`src/kct48_pkg.sv`:
```
// ----------------------------------------------------------------------------
// kct48_pkg
// Shared codes and the command and status bundles that join the controller
// and the datapath of the keyed child table.
// ----------------------------------------------------------------------------
package kct48_pkg;

  localparam int CNT_W = 6;

  localparam logic [2:0] REQ_LOOKUP = 3'd0;
  localparam logic [2:0] REQ_INSERT = 3'd1;
  localparam logic [2:0] REQ_CHANGE = 3'd2;
  localparam logic [2:0] REQ_REMOVE = 3'd3;
  localparam logic [2:0] REQ_RANGE  = 3'd4;
  localparam logic [2:0] REQ_ANY    = 3'd5;

  localparam logic [2:0] ST_OK      = 3'd0;
  localparam logic [2:0] ST_FULL    = 3'd1;
  localparam logic [2:0] ST_ABSENT  = 3'd2;
  localparam logic [2:0] ST_PRESENT = 3'd3;
  localparam logic [2:0] ST_ZERO    = 3'd4;

  localparam logic [1:0] KS_REQ   = 2'd0;
  localparam logic [1:0] KS_FETCH = 2'd1;
  localparam logic [1:0] KS_ZERO  = 2'd2;

  localparam logic [1:0] CS_ZERO = 2'd0;
  localparam logic [1:0] CS_VAL  = 2'd1;
  localparam logic [1:0] CS_SLOT = 2'd2;

  localparam logic [CNT_W-1:0] MAX_RESULTS   = 6'd48;
  localparam logic [CNT_W-1:0] UNDERFULL_RST = 6'd12;

  typedef struct packed {
    logic       load_in;
    logic       stage;
    logic       found;
    logic [2:0] status;
    logic [1:0] ksel;
    logic [1:0] csel;
    logic       emit;
    logic       last;
    logic       pos_load_cnt;
    logic       pos_clear;
    logic       pos_inc;
    logic       ins_write;
    logic       chg_write;
    logic       rem_write;
    logic       idx_rd;
    logic       slot_rd;
    logic       scan_init_range;
    logic       scan_init_any;
    logic       take_hit;
    logic       take_leaf;
    logic       take_last;
    logic       scan_next;
    logic       cnt_inc;
  } cmd_t;

  typedef struct packed {
    logic [2:0] req;
    logic       key_bad;
    logic       present;
    logic       val_zero;
    logic       full;
    logic       cnt_free;
    logic       pos_free;
    logic       pos_end;
    logic       scan_end;
    logic       win_hit;
    logic       leaf_hit;
    logic       have;
    logic       stage_found;
    logic       cnt_last;
    logic       out_free;
  } sts_t;

endpackage

```
`src/kct48_ctrl.sv`:
```
// ----------------------------------------------------------------------------
// kct48_ctrl
// Request sequencer: decodes each request, steps the memory reads, the free
// slot search and the key scans, and times the result transfers.
// ----------------------------------------------------------------------------
module kct48_ctrl import kct48_pkg::*; (
  input  logic clk,
  input  logic rst_n,
  input  logic in_valid,
  output logic in_ready,
  input  sts_t sts,
  output cmd_t cmd
);

  localparam logic [3:0] S_IDLE  = 4'd0;
  localparam logic [3:0] S_DEC   = 4'd1;
  localparam logic [3:0] S_FREE  = 4'd2;
  localparam logic [3:0] S_WR    = 4'd3;
  localparam logic [3:0] S_RDX   = 4'd4;
  localparam logic [3:0] S_RDI   = 4'd5;
  localparam logic [3:0] S_RDS   = 4'd6;
  localparam logic [3:0] S_SCAN  = 4'd7;
  localparam logic [3:0] S_ASCAN = 4'd8;
  localparam logic [3:0] S_SPUSH = 4'd9;
  localparam logic [3:0] S_SFIN  = 4'd10;
  localparam logic [3:0] S_RES   = 4'd11;

  logic [3:0] state_r;
  logic [3:0] state_nxt;

  assign in_ready = (state_r == S_IDLE);

  always_comb begin
    cmd       = '0;
    state_nxt = state_r;
    case (state_r)
      S_IDLE: begin
        if (in_valid) begin
          cmd.load_in = 1'b1;
          state_nxt   = S_DEC;
        end
      end
      S_DEC: begin
        cmd.ksel = KS_REQ;
        cmd.csel = CS_ZERO;
        case (sts.req)
          REQ_LOOKUP, REQ_REMOVE: begin
            if (sts.present) begin
              state_nxt = S_RDX;
            end else begin
              cmd.stage  = 1'b1;
              cmd.status = ST_ABSENT;
              state_nxt  = S_RES;
            end
          end
          REQ_INSERT: begin
            if (sts.val_zero || sts.key_bad || sts.present || sts.full) begin
              cmd.stage = 1'b1;
              state_nxt = S_RES;
              if (sts.val_zero) begin
                cmd.status = ST_ZERO;
              end else if (sts.key_bad) begin
                cmd.status = ST_ABSENT;
              end else if (sts.present) begin
                cmd.status = ST_PRESENT;
              end else begin
                cmd.status = ST_FULL;
              end
            end else if (sts.cnt_free) begin
              cmd.pos_load_cnt = 1'b1;
              state_nxt        = S_WR;
            end else begin
              cmd.pos_clear = 1'b1;
              state_nxt     = S_FREE;
            end
          end
          REQ_CHANGE: begin
            if (sts.val_zero || !sts.present) begin
              cmd.stage  = 1'b1;
              cmd.status = sts.val_zero ? ST_ZERO : ST_ABSENT;
              state_nxt  = S_RES;
            end else begin
              state_nxt = S_RDX;
            end
          end
          REQ_RANGE: begin
            cmd.scan_init_range = 1'b1;
            cmd.stage           = 1'b1;
            cmd.status          = ST_ABSENT;
            state_nxt           = S_SCAN;
          end
          REQ_ANY: begin
            cmd.scan_init_any = 1'b1;
            state_nxt         = S_ASCAN;
          end
          default: begin
            cmd.stage  = 1'b1;
            cmd.status = ST_OK;
            state_nxt  = S_RES;
          end
        endcase
      end
      S_FREE: begin
        if (sts.pos_free) begin
          state_nxt = S_WR;
        end else if (sts.pos_end) begin
          cmd.stage  = 1'b1;
          cmd.status = ST_FULL;
          cmd.ksel   = KS_REQ;
          cmd.csel   = CS_ZERO;
          state_nxt  = S_RES;
        end else begin
          cmd.pos_inc = 1'b1;
        end
      end
      S_WR: begin
        cmd.ins_write = 1'b1;
        cmd.stage     = 1'b1;
        cmd.status    = ST_OK;
        cmd.ksel      = KS_REQ;
        cmd.csel      = CS_VAL;
        state_nxt     = S_RES;
      end
      S_RDX: begin
        cmd.idx_rd = 1'b1;
        state_nxt  = S_RDI;
      end
      S_RDI: begin
        if (sts.req == REQ_CHANGE) begin
          cmd.chg_write = 1'b1;
          cmd.stage     = 1'b1;
          cmd.found     = 1'b1;
          cmd.status    = ST_OK;
          cmd.ksel      = KS_REQ;
          cmd.csel      = CS_VAL;
          state_nxt     = S_RES;
        end else begin
          cmd.slot_rd = 1'b1;
          state_nxt   = (sts.req == REQ_RANGE) ? S_SPUSH : S_RDS;
        end
      end
      S_RDS: begin
        cmd.rem_write = (sts.req == REQ_REMOVE);
        cmd.stage     = 1'b1;
        cmd.found     = 1'b1;
        cmd.status    = ST_OK;
        cmd.ksel      = KS_FETCH;
        cmd.csel      = CS_SLOT;
        state_nxt     = S_RES;
      end
      S_SCAN: begin
        if (sts.scan_end) begin
          state_nxt = S_SFIN;
        end else if (sts.win_hit) begin
          cmd.take_hit = 1'b1;
          state_nxt    = S_RDX;
        end else begin
          cmd.scan_next = 1'b1;
        end
      end
      S_ASCAN: begin
        if (sts.scan_end) begin
          if (sts.have) begin
            cmd.take_last = 1'b1;
            state_nxt     = S_RDX;
          end else begin
            cmd.stage  = 1'b1;
            cmd.status = ST_ABSENT;
            cmd.ksel   = KS_ZERO;
            cmd.csel   = CS_ZERO;
            state_nxt  = S_RES;
          end
        end else if (sts.leaf_hit) begin
          cmd.take_leaf = 1'b1;
          state_nxt     = S_RDX;
        end else begin
          cmd.scan_next = 1'b1;
        end
      end
      S_SPUSH: begin
        if (!sts.stage_found || sts.out_free) begin
          cmd.emit    = sts.stage_found;
          cmd.stage   = 1'b1;
          cmd.found   = 1'b1;
          cmd.status  = ST_OK;
          cmd.ksel    = KS_FETCH;
          cmd.csel    = CS_SLOT;
          cmd.cnt_inc = 1'b1;
          state_nxt   = sts.cnt_last ? S_SFIN : S_SCAN;
        end
      end
      S_SFIN, S_RES: begin
        if (sts.out_free) begin
          cmd.emit  = 1'b1;
          cmd.last  = 1'b1;
          state_nxt = S_IDLE;
        end
      end
      default: begin
        state_nxt = S_IDLE;
      end
    endcase
  end

  always_ff @(posedge clk) begin
    if (!rst_n) begin
      state_r <= S_IDLE;
    end else begin
      state_r <= state_nxt;
    end
  end

endmodule

```
`config.mk`:
```
export PLATFORM = sky130hd
export DESIGN_NAME = kct48_ctrl
export DESIGN_NICKNAME = d
export VERILOG_FILES = /design/src/kct48_pkg.sv /design/src/kct48_ctrl.sv
export SDC_FILE = /design/constraint.sdc
export NUM_CORES = 1
export LEC_CHECK = 0
export ABC_AREA = 1
export BUFFER_PORTS_ARGS = -buffer_cell sky130_fd_sc_hd__buf_2
export CORE_MARGIN = 1
export CORE_UTILIZATION = 45
export DETAILED_ROUTE_END_ITERATION = 8
export PLACE_DENSITY_LB_ADDON = 0.3
export SYNTH_ARGS = -nofsm -noshare
export SYNTH_HDL_FRONTEND = slang
export SYNTH_SLANG_ARGS = --single-unit
```
`constraint.sdc`:
```
create_clock -name clk -period 4.13 [get_ports clk]
set_clock_uncertainty 0.2 [all_clocks]
set_input_delay 0.826 -clock clk [delete_from_list [all_inputs] [get_ports clk]]
set_output_delay 0.826 -clock clk [all_outputs]
set_load 0.01 [all_outputs]
```
Yosys cells after proc, flatten, opt, wreduce, memory -nomap -nowiden
Cells that the tools add are included.

storage, ports and cells
  register bits = 4
  output and inout port bits = 28
  input port bits = 20

operators by class
  reduce and logical (&&, ||, !) cells = 13
  equality and inequality tests = 22
  muxes and demuxes = 82

operators by type and width
  operator                                                               count
  4-bit two-way mux                                                      16
  7-bit one-hot mux with 7 select lines                                  1
  4-bit one-hot mux with 10 select lines                                 1
  1-bit two-way mux                                                      38
  4-bit one-hot mux with 5 select lines                                  1
  2-bit two-way mux                                                      9
  4-bit by 3-bit equality test with 1-bit output, second input constant  4
  4-bit equality test, second input constant                             4
  3-bit two-way mux                                                      4
  6-bit two-way mux                                                      2
  3-bit one-hot mux with 4 select lines                                  1
  10-bit two-way mux                                                     1
  5-bit two-way mux                                                      2
  9-bit two-way mux                                                      1
  3-bit inequality test, second input constant                           3
  4-bit by 2-bit equality test with 1-bit output, second input constant  2
  3-bit by 2-bit equality test with 1-bit output, second input constant  2
  3-bit equality test, second input constant                             2
  2-bit inequality test, second input constant                           3
  1-bit one-hot mux with 6 select lines                                  1
  6-bit AND reduction                                                    1
  2-bit OR reduction                                                     3
  1-bit logical OR                                                       5
  4-bit by 1-bit equality test with 1-bit output, second input constant  1
  7 further kinds                                                        9

Longest topological paths before layout
Gate-level depths: netlist of run 1.

  depth in word-level cells = 6
  gate-level depth with buffers = 11
  mapped depth without buffers = 11

Worst setup path after synthesis of run 1
Ideal clock, no wire load.

  path type = input-to-output
  start point = input port sts[15] in the netlist's numbering
  end point = output port cmd[21] in the netlist's numbering
  arrival time = 1.648 ns
  setup slack = 1.456 ns
  cell stages on the path = 5
  cell sequence = inv_2 > nand2_1 > nor2_2 > nand2_1 > o41ai_1

RTL lines
  item         line              source
  from (decl)  kct48_ctrl.sv:11  input sts_t sts,
  to (decl)    kct48_ctrl.sv:12  output cmd_t cmd

==> run metrics, run 1 <==
ordered cell list for the critical path buf_2 -> inv_2 -> nand2_1 -> nor2_2 -> inv_1 -> o22ai_1 -> a21boi_0 -> o21ai_0 -> buf_2; clock tree root driver cell clkbuf_4; Core Region slightly below 2000 um^2; Hold Path Class flop to flop; Num CTS Buffers 3; Util after Layout 62.1%; Async S/R FF share, synth 0%; startpoint of the lowest-slack hold path state_r[3]$_SDFFE_PN0P_; largest buffer count on any clock path 2; die height 47.3 um; f_max 343 MHz; Crit. End Element output port; Sequential cell area 80.1 um^2; post-synthesis sequential area ratio roughly 8.7%; leading registers by flop count state_r (4); CP Data Arrival Time approximately 1.9 ns; number of DRC markers in iteration 0 35; timing startpoint of the critical path sts[15]; main flop type after synthesis dfxtp_1; max reg flops 4; Netlist cell types 25; first-pass GRT wire length 3.58 mm; clock input transition at the sequential cells of the worst setup and hold paths ~0.040 ns; sum of negative setup slack 0 ns; RSZ-0062 raised after global routing no; via/cell ratio about 4.8; P_leak approximately 0.74 nW; CP dominant cell by count buf_2; top register by number of flip-flops state_r; initial antenna violation count 0; startpoint kind of the worst setup timing path input port; largest net degree at the start of global routing 8; number of warning messages in the yosys log 0; final clock period utilization by the worst path a little over two thirds; buffer and inverter count on the worst path 4; Mapped Area slightly above 900 um^2; final hold viol count 0; DRC Markers 0; number of top-level pins between 40 and 50; area of the die around 2200 um^2; count of final setup violators 0; via count of the routed design around 1,200; worst setup path endpoint cmd[22]; combined area of the multi-input logic cells just over 700 um^2; share of post-route cells with drive strength above 1 ~36%; number of sinks driven by the clock tree 4; routed length per placed instance roughly 9.4 um; via count of the first global-routing pass around 910; Initial Util 47.5%; overall overflow remaining after global route 0; Horiz. Die Dim around 47 um; Ant. Diodes 0; number of standard cells after synthesis 182; Final ANT Viol Nets 0; post-CTS repair timing setup buffer count 0; Synth Net Count about 200; Hold Buf Count CTS 0; number of fill cells in the layout between 200 and 250; slew at the pin with the worst max-slew slack approximately 0.26 ns; largest driver fanout on the critical path 5; critical path depth in cells 9; First-pass DRT Iterations 4; CTS H-tree depth 1; Clk Latency, worst-skew pair 0.24 ns; cts repair resizes 0; num rows 16; P&R area growth vs syn 30.8%; count of flip-flops with a built-in enable after synthesis 0; Required @ worst endpoint slightly above 3 ns; maximum vdd ir drop ~290 uV; delay of the slowest cell on the worst path roughly 0.21 ns; Reg2Reg Capture Point state_r[0]$_SDFFE_PN0P_; Worst Reg-to-Reg Cells 10; outcome completed; reported max-cap violation count 0; master of the slowest instance on the critical path nor2_2; routability congestion estimate from global placement between 0.9 and 1; Slew headroom 82.4%; clock tree from TritonCTS done; All-Layer GR Usage between 20% and 30%; reg2reg start state_r[1]$_SDFFE_PN0P_; DP HPWL 2.10 mm; crit path kind input port to output port; routed wire length between 2 and 2.5 mm; final net count between 200 and 300; count of final max-slew check failures 0; syn_area_per_cell 5.07 um^2; total power density per cell area ~430 nW/um^2; synthesized flop and latch total 4; register-to-register setup slack 2.49 ns; IO Port Bufs between 40 and 50; final critical-path required period between 2 and 3 ns; Top Family by Delay on Critical Path buffers and inverters
==> routing by layer <==
layer / vias up / share of wire (%) / global-route usage, %
met5: - / 0 / 0
met4: 0 / 0.82 / 8.00
met3: 4 / 4.4 / 3.08
met2: 36 / 45 / 35.6
met1: 523 / 50 / 30.4
li1: 669 / - / -
==> Yosys cell counts, types with 2 or more instances <==
| cell | instances | area [um^2] |
|---|---|---|
| nand2_1 | 58 | 218 |
| nor2_1 | 27 | 101 |
| inv_1 | 22 | 82.6 |
| nand3_1 | 13 | 65.1 |
| inv_2 | 10 | 37.5 |
| a21oi_1 | 8 | 40.0 |
| nor3_1 | 8 | 40.0 |
| nor2_2 | 7 | 43.8 |
| nand2_2 | 6 | 37.5 |
| dfxtp_1 | 4 | 80.1 |
| nor2_4 | 3 | 33.8 |
| nand3_2 | 2 | 20.0 |
| o21ai_0 | 2 | 10.0 |
==> cell families (layout without fill, tap and decap cells) <==
kind of cell,count (synthesis),count (layout),share of synthesized area [%]
simple gates,127,127,64.3
compound gates,18,18,13.2
buf+inv,33,82,13.8
flops,4,4,8.68
==> through the flow <==
| step | instances | power [W] | setup WS, ns | area, um^2 | hold WS, ns |
|---|---|---|---|---|---|
| 2_1_floorplan | 182 | 0.000365 | 1.46 | 922 | 0.303 |
| 3_3_place_gp | 255 | 0.000463 | 1.23 | 1180 | 0.333 |
| 3_5_place_dp | 255 | 0.000466 | 1.24 | 1180 | 0.344 |
| 4_1_cts | 258 | 0.000521 | 1.22 | 1210 | 0.351 |
| 5_1_grt | 258 | 0.000582 | 1.06 | 1210 | 0.370 |
| 6_report | 258 | 0.000518 | 1.21 | 1210 | 0.351 |
==> area by class of cell <==
class | count | area share (%)
clock buffers | 3 | 1.87
inverters | 32 | 9.96
multi-input cells | 145 | 59.2
flip-flops and latches | 4 | 6.64
well taps | 27 | 2.80
repair buffers | 47 | 19.5
==> worst min-delay path by stage <==
stage | endpoint | cells after the start
2_1_floorplan | state_r[3]$_SDFFE_PN0P_ | 2
6_report | state_r[3]$_SDFFE_PN0P_ | 2
5_1_grt | state_r[3]$_SDFFE_PN0P_ | 2
4_1_cts | state_r[3]$_SDFFE_PN0P_ | 2
3_5_place_dp | state_r[3]$_SDFFE_PN0P_ | 2
3_3_place_gp | state_r[3]$_SDFFE_PN0P_ | 2
==> tightest hold or removal path: cells and delay by family (launching register included) <==
| family | cells | cell delay, ns |
|---|---|---|
| compound gates | 1 | 0.05 |
| flops | 1 | 0.35 |
| simple gates | 1 | 0.09 |
==> cell usage in the layout, fill, tap and decap left out <==
master    instances
nor2_4            3
a211oi_1          1
a31o_2            1
o21ai_0           2
nand4_1           1
nand3_1          13
o41ai_1           1
o22ai_1           1
a21boi_0          1
nand3_2           2
dfxtp_1           4
nand2_1          58
buf_2            47
nor3_1            8
a21boi_1          1
nor2_2            7
nor3_4            1
o21ai_2           1
nor2_1           27
inv_1            22
inv_2            10
nand2_4           1
a21oi_1           8
nand2_2           6
clkbuf_4          3
o21ai_4           1
==> power by group <==
part           internal [W]  switching (W)   total, W
sequential        0.0000537      0.0000262  0.0000799
combinational      0.000141       0.000248   0.000389
clock             0.0000326      0.0000167  0.0000493
total              0.000227       0.000291   0.000518
No activity file was read; power rests on OpenSTA's default activity.
==> run 2: changes to the inputs <==
--- a/config.mk
+++ b/config.mk
@@ -5,10 +5,10 @@
 export SDC_FILE = /design/constraint.sdc
 export NUM_CORES = 1
 export LEC_CHECK = 0
-export ABC_AREA = 1
+export ABC_AREA = 0
 export BUFFER_PORTS_ARGS = -buffer_cell sky130_fd_sc_hd__buf_2
 export CORE_MARGIN = 1
-export CORE_UTILIZATION = 45
+export CORE_UTILIZATION = 40
 export DETAILED_ROUTE_END_ITERATION = 8
 export PLACE_DENSITY_LB_ADDON = 0.3
 export SYNTH_ARGS = -nofsm -noshare
==> constraint.sdc (replaced) <==
create_clock -name clk -period 2.67 [get_ports clk]
set_clock_uncertainty 0.2 [all_clocks]
set_input_delay 0.534 -clock clk [delete_from_list [all_inputs] [get_ports clk]]
set_output_delay 0.534 -clock clk [all_outputs]
set_load 0.01 [all_outputs]
==> run 2 against run 1 <==
Effect of this change:
- via count fell by 0.24%
- setup slack worse by 1.2 ns
- total power rose by 60%
- sequential cell count did not move
- sequential share of layout area is 0.24 points higher
- synthesized area down 5.6%
- sequential power is 15% higher
- die area is 6.0% higher
- critical path type is now flop to output port
- largest power group unchanged
==> run metrics, run 2 <==
maximum vdd ir drop 447 uV (+54%); Required @ worst endpoint 1.94 ns (-1.16 ns); ordered cell list for the critical path or4b_1 -> nor2_2 -> nand2_1 -> o41ai_2 -> buf_2; synthesized flop and latch total 4 (unchanged); final clock period utilization by the worst path 97.7%; P&R area growth vs syn 33.8%; sum of negative setup slack 0 ns (unchanged); CP Data Arrival Time 1.87 ns (-0.02 ns); cells taking the most area after synthesis dfxtp_1 (9.2%), nor2_1 (8.2%), nor3_1 (6.3%), nand2_1 (6.0%), nor2b_1 (4.3%); clock share of power 10.1% (+0.6 points); via count of the first global-routing pass 1,032 (+14%); final critical-path required period around 2.6 ns; Crit. End Element output port; number of DRC markers in iteration 0 54 (+54%); routed length per placed instance 12.8 um (+36%); RSZ-0062 raised after global routing no; largest buffer count on any clock path 2 (unchanged); count of final setup violators 0 (unchanged); IO Port Bufs 47 (unchanged); post-CTS repair timing setup buffer count 0 (unchanged); total power density per cell area 711 nW/um^2 (+66%); Clk Latency, worst-skew pair 0.25 ns (about the same); clock input transition at the sequential cells of the worst setup and hold paths 0.04 ns (about the same); clock tree from TritonCTS done; DP HPWL 2.10 mm (-0.26%); crit path kind flop to output port; syn_area_per_cell 6.27 um^2 (+24%); Ant. Diodes 0 (unchanged); Mapped Area 871 um^2 (-5.6%); initial antenna violation count 0 (unchanged); First-pass DRT Iterations 4 (unchanged); largest driver fanout on the critical path 3 (-2); most used standard cell by instance count after synthesis nor2_1; commonest cells in the netlist nor2_1 (19), nand2_1 (14), nor3_1 (11); slew at the pin with the worst max-slew slack 0.444 ns (+0.180 ns); Netlist cell types 44 (+76%); number of sinks driven by the clock tree 4 (unchanged); master of the slowest instance on the critical path or4b_1; die height 48.7 um (+3.0%); first-pass GRT wire length 4.24 mm (+18%); Core Region 2000 um^2 (+3.1%); leading registers by flop count state_r (4); Synth Net Count 159 (-21%); Int Pwr 0.000409 W (+80%); reported net switching power 0.000420 W (+44%); Horiz. Die Dim 48.7 um (+3.0%); top library cells by usage in the layout, fill and taps aside buf_2 (47), nor2_1 (18), nand2_1 (14), nor3_1 (11), inv_1 (8); final hold viol count 0 (unchanged); post-synthesis sequential area ratio 9.20% (+0.51 points); combinational share of power 78.8% (+3.7 points); library cell occupying the most area in the post-synthesis netlist dfxtp_1; leading cell type in the layout, fill and taps excluded buf_2; overall overflow remaining after global route 0 (unchanged); Num CTS Buffers 3 (unchanged); All-Layer GR Usage 22.5% (+0.20 points); top register by number of flip-flops state_r; Hold Buf Count CTS 0 (unchanged); outcome completed; Initial Util 43.5% (-4.0 points); Seq pwr share 11.1% (-4.3 points); final net count 207 (-18%); area of the die 2370 um^2 (+6.0%); Final ANT Viol Nets 0 (unchanged); Hold Path Class input port to flop; max reg flops 4 (unchanged); number of warning messages in the yosys log 0 (unchanged); DRC Markers 0 (unchanged); count of flip-flops with a built-in enable after synthesis 0 (unchanged); reported max-cap violation count 0 (unchanged); largest net degree at the start of global routing 16 (+8); clock tree root driver cell clkbuf_4; routability congestion estimate from global placement 0.853 (-6.1%); share of post-route cells with drive strength above 1 34.6% (-1.3 points); Net Sw Frac 50.6% (-5.5 points); via count of the routed design 1,229 (-0.24%); CTS H-tree depth 1 (unchanged); Slew headroom 69.6% (-13 points); count of final max-slew check failures 0 (unchanged); startpoint kind of the worst setup timing path flop; Util after Layout 58.2% (-3.9 points); main flop type after synthesis dfxtp_1; delay of the slowest cell on the worst path 0.57 ns (+0.36 ns); fraction of post-synthesis cell area in the top cell type by area 9.20% (-14 points); f_max between 300 and 400 MHz; num rows 16 (unchanged); Async S/R FF share, synth 0% (unchanged); via/cell ratio 5.80 (+21%); number of standard cells after synthesis 139 (-24%); routed wire length 2.72 mm (+12%); P_leak 0.547 nW (-26%); number of top-level pins 48 (unchanged)
run 2: cell count changes after synthesis, sizes merged, moves of 4 or more:
cell    change
nor2       -18
clkbuf      +6
inv        -24
nand2      -51
nand2b      +6
nor2b       +6
nor4        +5
o32ai       +4
nand3      -13
run 2: through the flow:
step | std cells | worst slack (ns) | hold WS (ns) | power [W] | cell area (um^2)
6_report | 212 | 0.0626 | 0.396 | 0.000828 | 1160
5_1_grt | 212 | 0.0359 | 0.405 | 0.000891 | 1160
4_1_cts | 212 | 0.0538 | 0.393 | 0.000818 | 1160
3_5_place_dp | 209 | 0.181 | 0.489 | 0.000733 | 1140
3_3_place_gp | 209 | 0.227 | 0.477 | 0.000724 | 1140
2_1_floorplan | 139 | 0.329 | 0.350 | 0.000542 | 871
run 2: final timing paths:
kind	cells after the start	end	startpoint	slack (ns)
worst max-delay path	5	cmd[21]	state_r[2]$_SDFFE_PN0P_	0.06
worst min-delay path	3	state_r[2]$_SDFFE_PN0P_	rst_n	0.40
worst max register to register	6	state_r[1]$_SDFFE_PN0P_	state_r[2]$_SDFFE_PN0P_	0.61
worst min register to register	3	state_r[1]$_SDFFE_PN0P_	state_r[1]$_SDFFE_PN0P_	0.50
run 2: kinds of logic (layout without fill, tap and decap cells):
family | after synthesis | in the layout | share of synthesized area, %
AO/OA/AOI/OAI | 34 | 34 | 28.7
XOR/XNOR | 2 | 2 | 2.01
buffers and inverters | 18 | 64 | 8.62
flip-flops | 4 | 4 | 9.20
AND/OR/NAND/NOR | 81 | 81 | 51.4
run 2: power by group through the flow:
stage | Clock (W) | Sequential [W] | Combinational, W
CTS | 0.0000829 | 0.0000920 | 0.000643
global placement | 0 | 0.0000928 | 0.000631
floorplan | 0 | 0.000102 | 0.000440
finish | 0.0000840 | 0.0000920 | 0.000652
global route | 0.0000864 | 0.0000932 | 0.000712
detailed placement | 0 | 0.0000930 | 0.000640
run 2: what timing repair did:
item	4_1_cts	5_1_grt
hold endpoints to repair	0	0
gates resized for setup	0	1
endpoints found under the setup margin	0	1
run 2: per-layer routing:
| metal | vias up | global-route usage [%] | share of wire [%] |
|---|---|---|---|
| met4 | 0 | 15.7 | 2.5 |
| met2 | 56 | 34.7 | 45 |
| met3 | 7 | 2.52 | 7.4 |
| met1 | 556 | 29.0 | 45 |
| li1 | 610 | - | - |
| met5 | - | 0 | 0 |
run 2: worst max-delay path, delay by kind of cell (launching register included):
family                 cells  cell delay, ns
AO/OA/AOI/OAI              1            0.32
flip-flops                 1            0.30
AND/OR/NAND/NOR            3            0.82
buffers and inverters      1            0.18
run 2: final cells by class:
class,count,area [um^2]
inverter,8,30.0
clock buffer,3,22.5
timing repair buffer,53,280
tap,27,33.8
multi-input combinational,117,718
sequential,4,80.1
fill,201,837
